## src/design/hdfm_pkg.sv

```systemverilog
// Shared types and constants for the hashed dither fade mask.
// Holds the coordinate width, hash multipliers and configuration register indexes.
// Used by hdfm_coord_if, by hashed_dither_fade_mask_core and by its testbench.
package hdfm_pkg;

  // Width of a pixel coordinate and of the fade column registers.
  localparam int COORD_BITS = 12;

  // Width of the dither threshold taken from the hash.
  localparam int NOISE_BITS = 24;

  // Width of both sides of the coverage comparison.
  localparam int PROD_W = COORD_BITS + NOISE_BITS;

  // Multipliers of the coordinate hash.
  localparam logic [31:0] HASH_MUL_X   = 32'd374761393;
  localparam logic [31:0] HASH_MUL_Y   = 32'd668265263;
  localparam logic [31:0] HASH_MUL_MIX = 32'd1274126177;

  // Configuration register indexes, taken from paddr[3:2].
  localparam int REG_IDX_W = 2;
  localparam logic [REG_IDX_W-1:0] REG_PANEL_COLOR = 2'd0;
  localparam logic [REG_IDX_W-1:0] REG_FADE_START  = 2'd1;
  localparam logic [REG_IDX_W-1:0] REG_FADE_END    = 2'd2;

  // APB address and data widths.
  localparam int ADDR_W = REG_IDX_W + 2;
  localparam int DATA_W = 32;

  typedef logic [COORD_BITS-1:0] coord_t;

endpackage

```

## src/design/hdfm_coord_if.sv

```systemverilog
// Valid/ready channel that carries one pixel coordinate per transaction.
// Depends on hdfm_pkg for the coordinate type.
interface hdfm_coord_if;
  logic              valid;
  logic              ready;
  hdfm_pkg::coord_t  column;
  hdfm_pkg::coord_t  row;

  modport source (output valid, output column, output row, input ready);
  modport sink (input valid, input column, input row, output ready);
endinterface

```

## src/design/hdfm_result_if.sv

```systemverilog
// Valid/ready channel that carries one overlay pixel per transaction.
// Stands alone; the pixel is a 32-bit premultiplied ARGB word.
interface hdfm_result_if;
  logic        valid;
  logic        ready;
  logic        covered;
  logic [31:0] pixel;

  modport source (output valid, output covered, output pixel, input ready);
  modport sink (input valid, input covered, input pixel, output ready);
endinterface

```

## src/design/hashed_dither_fade_mask_core.sv

```systemverilog
// Top level of the hashed dither fade mask: a five-stage pixel pipeline.
// Depends on hdfm_pkg, hdfm_coord_if and hdfm_result_if.
//
// Usage:
//   coord  : sink channel, one (column, row) pixel coordinate per transaction.
//   result : source channel, one (covered, pixel) per coordinate, in order.
//   APB    : panel_color at 0x0, fade_start at 0x4, fade_end at 0x8; pready is
//            always high and writes land on the access cycle. Registers must
//            be written only while the pipeline is empty; the core does not
//            enforce this.
// Each coordinate passes five register stages: the coordinate multiplies, the
// product sum with the first fold, the mixing multiply, the final fold with the
// threshold times span multiply, and the output register. Throughput is one
// pixel per cycle while result.ready stays high, since every stage can then
// take a new item in each cycle. Each stage holds its item while the stage
// after it is full and stalled, and takes a new one as soon as it moves on, so
// a stall on the result side loses and repeats nothing; coord.ready falls only
// when all five stages are full. Reset (rst, synchronous, active high) empties
// the pipeline and clears the three configuration registers to zero.
module hashed_dither_fade_mask_core (
  input  logic                         clk,
  input  logic                         rst,
  hdfm_coord_if.sink                   coord,
  hdfm_result_if.source                result,
  input  logic                         psel,
  input  logic                         penable,
  input  logic                         pwrite,
  input  logic [hdfm_pkg::ADDR_W-1:0]  paddr,
  input  logic [hdfm_pkg::DATA_W-1:0]  pwdata,
  output logic [hdfm_pkg::DATA_W-1:0]  prdata,
  output logic                         pready
);

  localparam int CB = hdfm_pkg::COORD_BITS;
  localparam int NB = hdfm_pkg::NOISE_BITS;
  localparam int PW = hdfm_pkg::PROD_W;

  // Configuration registers.
  logic [31:0]      panel_color;
  hdfm_pkg::coord_t fade_start;
  hdfm_pkg::coord_t fade_end;
  logic [hdfm_pkg::REG_IDX_W-1:0] reg_idx;
  logic             cfg_write;

  assign pready    = 1'b1;
  assign reg_idx   = paddr[hdfm_pkg::ADDR_W-1:2];
  assign cfg_write = psel && penable && pwrite && pready;

  // Register writes; an address beyond the list is ignored.
  always_ff @(posedge clk) begin
    if (rst) begin
      panel_color <= '0;
      fade_start  <= '0;
      fade_end    <= '0;
    end else if (cfg_write) begin
      unique case (reg_idx)
        hdfm_pkg::REG_PANEL_COLOR: panel_color <= pwdata[31:0];
        hdfm_pkg::REG_FADE_START:  fade_start  <= pwdata[CB-1:0];
        hdfm_pkg::REG_FADE_END:    fade_end    <= pwdata[CB-1:0];
        default: ;
      endcase
    end
  end

  // Register read-back.
  always_comb begin
    unique case (reg_idx)
      hdfm_pkg::REG_PANEL_COLOR: prdata = panel_color;
      hdfm_pkg::REG_FADE_START:  prdata = hdfm_pkg::DATA_W'(fade_start);
      hdfm_pkg::REG_FADE_END:    prdata = hdfm_pkg::DATA_W'(fade_end);
      default:                   prdata = '0;
    endcase
  end

  // Stage valid bits and advance enables; a stage loads when it is empty or
  // its content moves on in the same cycle.
  logic v1, v2, v3, v4, v5;
  logic en1, en2, en3, en4, en5;

  assign en5 = !v5 || result.ready;
  assign en4 = !v4 || en5;
  assign en3 = !v3 || en4;
  assign en2 = !v2 || en3;
  assign en1 = !v1 || en2;
  assign coord.ready = en1;

  always_ff @(posedge clk) begin
    if (rst) begin
      v1 <= 1'b0;
      v2 <= 1'b0;
      v3 <= 1'b0;
      v4 <= 1'b0;
      v5 <= 1'b0;
    end else begin
      if (en1) v1 <= coord.valid;
      if (en2) v2 <= v1;
      if (en3) v3 <= v2;
      if (en4) v4 <= v3;
      if (en5) v5 <= v4;
    end
  end

  // Stage 1: coordinate products and the fade geometry.
  // end - column equals span - d whenever the column lies inside the fade.
  logic [31:0] px1, py1;
  logic        full1, none1;
  logic [CB-1:0] rem1, span1;

  always_ff @(posedge clk) begin
    if (en1) begin
      px1   <= 32'(coord.column) * hdfm_pkg::HASH_MUL_X;
      py1   <= 32'(coord.row) * hdfm_pkg::HASH_MUL_Y;
      full1 <= coord.column <= fade_start;
      none1 <= coord.column >= fade_end;
      rem1  <= fade_end - coord.column;
      span1 <= fade_end - fade_start;
    end
  end

  // Stage 2: sum of the products and the first xor-shift fold.
  logic [31:0] sum1;
  logic [31:0] fold2;
  logic        full2, none2;
  logic [CB-1:0] rem2, span2;

  assign sum1 = px1 + py1;

  always_ff @(posedge clk) begin
    if (en2) begin
      fold2 <= sum1 ^ (sum1 >> 13);
      full2 <= full1;
      none2 <= none1;
      rem2  <= rem1;
      span2 <= span1;
    end
  end

  // Stage 3: mixing multiply, low 32 bits kept.
  logic [31:0] mix3;
  logic        full3, none3;
  logic [CB-1:0] rem3, span3;

  always_ff @(posedge clk) begin
    if (en3) begin
      mix3  <= fold2 * hdfm_pkg::HASH_MUL_MIX;
      full3 <= full2;
      none3 <= none2;
      rem3  <= rem2;
      span3 <= span2;
    end
  end

  // Stage 4: final fold to the 24-bit threshold and its product with the span.
  logic [31:0]   hash3;
  logic [NB-1:0] thresh3;
  logic [PW-1:0] lhs4, rhs4;
  logic          full4, none4;

  assign hash3   = mix3 ^ (mix3 >> 16);
  assign thresh3 = hash3[NB-1:0];

  always_ff @(posedge clk) begin
    if (en4) begin
      rhs4  <= PW'(thresh3) * PW'(span3);
      lhs4  <= {rem3, {NB{1'b0}}};
      full4 <= full3;
      none4 <= none3;
    end
  end

  // Stage 5: coverage decision and the output register.
  logic cov4;

  assign cov4 = full4 || (!none4 && (lhs4 > rhs4));

  always_ff @(posedge clk) begin
    if (en5) begin
      result.covered <= cov4;
      result.pixel   <= cov4 ? panel_color : 32'd0;
    end
  end

  assign result.valid = v5;

  // A transparent result carries zero.
  a_transparent_zero: assert property (@(posedge clk) disable iff (rst)
    (result.valid && !result.covered) |-> (result.pixel == 32'd0))
    else $error("uncovered pixel is not zero");

  // The input side stalls only when every stage holds an item.
  a_stall_only_when_full: assert property (@(posedge clk) disable iff (rst)
    !coord.ready |-> (v1 && v2 && v3 && v4 && v5))
    else $error("input stalled with an empty stage");

  // A held item in stage four is still there next cycle.
  a_stage4_holds: assert property (@(posedge clk) disable iff (rst)
    (v4 && !en4) |=> v4)
    else $error("held item lost from stage four");

endmodule

```

## src/flat_wrapper.sv

```systemverilog
// flat-port wrapper written by rule: the top's interface ports become plain ports
module hashed_dither_fade_mask_core_flat 
  (clk, rst, psel, penable, pwrite, paddr, pwdata, prdata, pready, coord_valid, coord_column, coord_row, coord_ready, result_valid, result_covered, result_pixel, result_ready);
  hdfm_coord_if coord_i ();
  hdfm_result_if result_i ();
  input  logic clk;
  input  logic rst;
  input  logic psel;
  input  logic penable;
  input  logic pwrite;
  input  logic [hdfm_pkg::ADDR_W-1:0] paddr;
  input  logic [hdfm_pkg::DATA_W-1:0] pwdata;
  output logic [hdfm_pkg::DATA_W-1:0] prdata;
  output logic pready;
  input wire logic [$bits(coord_i.valid)-1:0] coord_valid;
  input wire logic [$bits(coord_i.column)-1:0] coord_column;
  input wire logic [$bits(coord_i.row)-1:0] coord_row;
  output wire logic [$bits(coord_i.ready)-1:0] coord_ready;
  output wire logic [$bits(result_i.valid)-1:0] result_valid;
  output wire logic [$bits(result_i.covered)-1:0] result_covered;
  output wire logic [$bits(result_i.pixel)-1:0] result_pixel;
  input wire logic [$bits(result_i.ready)-1:0] result_ready;
  assign coord_i.valid = coord_valid;
  assign coord_i.column = coord_column;
  assign coord_i.row = coord_row;
  assign coord_ready = coord_i.ready;
  assign result_valid = result_i.valid;
  assign result_covered = result_i.covered;
  assign result_pixel = result_i.pixel;
  assign result_i.ready = result_ready;
  hashed_dither_fade_mask_core u_core (.clk(clk), .rst(rst), .coord(coord_i), .result(result_i), .psel(psel), .penable(penable), .pwrite(pwrite), .paddr(paddr), .pwdata(pwdata), .prdata(prdata), .pready(pready));
endmodule
```

## config.mk

```make
export PLATFORM = sky130hd
export DESIGN_NAME = hashed_dither_fade_mask_core_flat
export DESIGN_NICKNAME = d
export VERILOG_FILES = /design/src/design/hdfm_pkg.sv /design/src/design/hdfm_coord_if.sv /design/src/design/hdfm_result_if.sv /design/src/design/hashed_dither_fade_mask_core.sv /design/src/flat_wrapper.sv
export SDC_FILE = /design/constraint.sdc
export NUM_CORES = 2
export LEC_CHECK = 0
export BUFFER_PORTS_ARGS = -buffer_cell sky130_fd_sc_hd__buf_2
export CAP_MARGIN = 40
export CORE_UTILIZATION = 60
export CTS_CLUSTER_DIAMETER = 40
export DETAILED_ROUTE_END_ITERATION = 6
export PLACE_DENSITY = 0.77
export SYNTH_ARGS = -nofsm -noshare
export SYNTH_HDL_FRONTEND = slang
export SYNTH_SLANG_ARGS = --single-unit
```

## constraint.sdc

```tcl
create_clock -name clk -period 8.49 [get_ports clk]
set_clock_uncertainty 0.05 [all_clocks]
set_input_delay 2.1225 -clock clk [delete_from_list [all_inputs] [get_ports clk]]
set_output_delay 2.1225 -clock clk [all_outputs]
set_load 0.005 [all_outputs]
```

Word level (Yosys, flattened, before mapping)
Cells that the tools add are included.
{ "word_totals": {"regBits": 350, "input_bits": 67, "output_inout_bits": 68, "elab_cells": 64} }
{ "op_classes": {"n_addsub": 3, "n_mul": 4, "order_cmp": 3, "n_eq_ne": 2, "mux": 1, "bitwise": 2, "reduce_logical": 19} }
{ "op_table": {"columns": ["op", "count"], "rows": [
  ["one-hot mux 32 bit (3 select lines)", 1],
  ["> comparator 36 bit", 1],
  ["multiplier 24 x 12 -> 36 bit", 1],
  ["adder 32 bit", 1],
  ["multiplier 12 x 29 -> 32 bit (second input constant)", 1],
  ["multiplier 12 x 30 -> 32 bit (second input constant)", 1],
  ["multiplier 32 x 31 -> 32 bit (second input constant)", 1],
  ["XOR 32 x 19 -> 32 bit", 1],
  ["subtractor 12 bit", 2],
  ["XOR 24 x 16 -> 24 bit", 1],
  ["greater-or-equal comparator 12 bit", 1],
  ["less-or-equal comparator 12 bit", 1],
  ["zero test 1 bit", 6],
  ["logical OR 1 bit", 6],
  ["AND reduction 2 bit", 3],
  ["logical AND 1 bit", 3],
  ["equality test 2 x 1 -> 1 bit (second input constant)", 1],
  ["equality test 2 bit (second input constant)", 1],
  ["zero test 2 bit", 1]
]} }

Longest topological paths before layout
{ "depth": {"depth_word": 6, "ltp_mapped": 24, "ltp_nobuf": 24} }

Least setup slack after synthesis
OpenSTA, ideal clock, no wires.
{ "synth_path": {"path_type": "input to register", "start": "in coord_row[9]", "end": "reg u_core.py1[30] (data pin)", "setup_time_ns": 0.266, "arrival_time_ns": 6.944, "required_time_ns": 8.174, "slack_ns": 1.230, "cell_stages": 19, "n_path_buf": 0, "cell_sequence": "fa_1 -> inv_1 -> fa_1 -> inv_1 -> fa_1 -> inv_1 -> fa_1 -> fa_1 -> inv_1 -> ha_1 -> and2_1 -> a221oi_1 -> inv_1 -> o21ai_1 -> a31oi_1 -> o41ai_2 -> o31ai_1 -> o41ai_1 -> xnor2_1"} }
{ "synth_via": {"elab_chain_cells": 1} }
{ "synth_rtl": {"columns": ["item", "line", "source"], "rows": [
  ["start: declaration", "flat_wrapper.sv:17", "input wire logic [$bits(coord_i.row)-1:0] coord_row;"],
  ["multiplier 12 x 30 -> 32 bit", "hashed_dither_fade_mask_core.sv:112", "py1 <= 32'(coord.row) * hdfm_pkg::HASH_MUL_Y;"],
  ["end signal: assignment", "hashed_dither_fade_mask_core.sv:112", null],
  ["end: declaration", "hashed_dither_fade_mask_core.sv:105", "logic [31:0] px1, py1;"]
]} }
No other way between the ends.
A chain may end at the register's enable or synchronous reset.

Final worst setup path
Ends and elaborated chain as after synthesis.

==> summary.txt <==
Floorplanning
  • Die ar.: 0.0692 mm²
  • Starting density of the core: 0.608
  • Num rows: 95
  • Core Footprint: 0.0673 mm²
  • Io pins: 135
  • Die X: 263 µm
  • Die Y: 263 µm

Worst setup path
  • Crit path kind: input pin to flop
  • Startpoint Class: input pin
  • Worst r2r path cells: 21
  • Worst Path Required: 8.77 ns
  • CP arrival: 7.74 ns
  • Setup crit end kind: flop
  • Reg2reg start: u_core.mix3[23]
  • R2R setup slack: 1.32 ns
  • FF-to-FF End: u_core.rhs4[34]
  • Crit-path max FO: 6

Placement
  • RePlAce Congestion: 0.960
  • DP HPWL: 74900 µm
  • Area after DPL: 0.0428 mm²
  • Number of port buffers: 131

Route
  • Final ANT Viol Nets: 0
  • Routed WL: 92100 µm
  • Vias: 27300
  • DRC Markers: 0
  • DRT Pass-1 Iters: 5
  • Initial DRC Count: 1657
  • Post-DR vias/cell: 5.46
  • DR WL/cell: 18.4 µm

STA
  • Setup_tns: 0 ns
  • Setup-failing EPs final: 0
  • FMAX: 134 MHz
  • RSZ-0062 raised after global routing: no
  • Max-slew violations: 0
  • Fin crit period: 7.46 ns
  • Final worst-path cycle share: 0.879
  • Hold Violations, Final: 0
  • Max-Slew Margin vs Limit: 0.379
  • Worst-Margin Slew: 0.931 ns

Logic synthesis
  • Post-Synthesis Cell Area: 0.0409 mm²
  • Synthesized Nets: 5107
  • Ys async rst share: 0
  • Register area share after synthesis: 0.242
  • Main flop type after synthesis: edfxtp_1
  • Post-Syn Area per Cell: 10.4 µm²
  • Yosys warnings: 0
  • Synthesis-stage register bit count: 350
  • Yosys cell types: 71
  • Cells after Synth: 3937
  • Post-synth EDFFs: 289

Final layout
  • Layout cells sized above 1: 0.0703
  • Commonest cells after routing, fill and taps aside: inv_1, fa_1, ha_1
  • Post-route design area: 0.0446 mm²
  • Area growth from synthesis to layout: 9.00%
  • Most common cell after layout, fill and taps aside: inv_1
  • Nets: 5253

Global route
  • Total GRT Usage: 0.279
  • GRT overflow: 0
  • Antenna violations before repair: 3
  • First-pass GRT wire length: 152000 µm
  • Vias in the first global route: 29400
  • Largest net degree at the start of global routing: 72

Clock tree
  • CTS Root Cell: clkbuf_16
  • Post-CTS Setup Bufs: 0
  • Total CTS buffers: 52
  • CTS Buffer Depth: 3
  • TritonCTS clock tree: built
  • Clock slew at reported path FFs: 0.06 ns
  • Sink Count: 350
  • Count of hold buffers inserted by post-cts repair: 0
  • CTS resizes: 0
  • Clock insertion delay at the later pin of the skew report: 0.62 ns
  • CTS H-Tree Depth: 2

Min path
  • Min-delay worst type: flop to flop
  • Worst hold path cell count: 0
  • Hold Path Sink: u_core.rem2[6]
  • Worst min-delay path startpoint: u_core.rem1[6]

Job
  • Maxcap violations: 0

Status
  • Status: complete, no violations
## cells by family (layout without fill, tap and decap cells)
group,Yosys count,in the layout,synth area share
fa+ha+maj,1103,1103,0.452
buf+inv,1057,1246,0.0971
flops,350,350,0.242
mux,26,26,0.00636
other cells,1,4,0.0000917
compound gates,434,434,0.0678
xor+xnor,226,226,0.0487
simple gates,740,740,0.0861
## cell usage after synthesis (21+ instances only)
cell type	n	area, µm²
nand2_1	335	1260
inv_1	974	3660
a21oi_1	154	771
o21a_1	27	203
dfxtp_1	61	1220
ha_1	480	6010
edfxtp_1	289	8680
and2_1	154	963
a21o_1	64	480
xor2_1	66	578
clkbuf_1	80	300
mux2i_1	26	260
nor2b_1	21	131
o21ai_0	68	340
o21bai_1	24	180
fa_1	623	12500
nor2_1	101	379
nand3_1	21	105
nor3_1	21	105
xnor2_1	159	1390
## worst max-delay path, cell delays in order
cell and delay [ns]:
buf_2 0.17, fa_1 0.54, inv_1 0.09, fa_1 0.51, inv_1 0.05, fa_1 0.48, inv_1 0.06, fa_1 0.48
fa_1 0.50, inv_1 0.04, ha_1 0.31, and2_1 0.18, a221oi_1 0.51, inv_1 0.12, o21ai_1 0.24, a31oi_1 0.19
o41ai_2 0.53, o31ai_1 0.18, o41ai_1 0.34, xnor2_1 0.11
## area by class of cell
class                      count  area [µm²]
timing repair buffer         175        1070
antenna                        3        7.51
sequential                   350        9900
multi-input combinational   2530       27100
clock buffer                  61        1380
fill                        5196       22700
clock inverter                36         420
tap                          873        1090
inverter                     974        3660
## per-layer routing
layer	part of all wire	vias to the layer above	global-route usage
li1	-	12700	-
met1	0.42	13600	0.372
met2	0.49	816	0.470
met3	0.059	177	0.0390
met4	0.029	0	0.0902
met5	0	-	0
## per-stage QoR
stage           util  setup WS (ns)  hold WS, ns  instances
6_report       0.663           1.03        0.357       5002
5_1_grt        0.663          0.758        0.370       5002
4_1_cts        0.663           1.06        0.368       4999
3_5_place_dp   0.636          0.452        0.355       4902
3_3_place_gp   0.634          0.494        0.350       4892
2_1_floorplan      -           1.23        0.350       3937
## state kept, by name (all words and copies together) (netlist names), 32 cells and up
name                 cells
u_core.fold2            32
u_core.mix3             32
u_core.panel_color      32
u_core.px1              32
u_core.py1              32
u_core.result.pixel     32
u_core.rhs4             36
## worst max-delay path by stage
| stage | startpoint | to | slack, ns |
|---|---|---|---|
| 3_5_place_dp | coord_row[9] | u_core.py1[30] | 0.45 |
| 2_1_floorplan | coord_row[9] | u_core.py1[30] | 1.23 |
| 4_1_cts | coord_row[9] | u_core.py1[30] | 1.06 |
| 6_report | coord_row[9] | u_core.py1[30] | 1.03 |
| 3_3_place_gp | coord_row[9] | u_core.py1[30] | 0.49 |
| 5_1_grt | coord_row[9] | u_core.py1[30] | 0.76 |
Power is left out: the tool's default activity adds up to more than one toggle a clock period on the data nets, which glitch-free logic cannot reach.
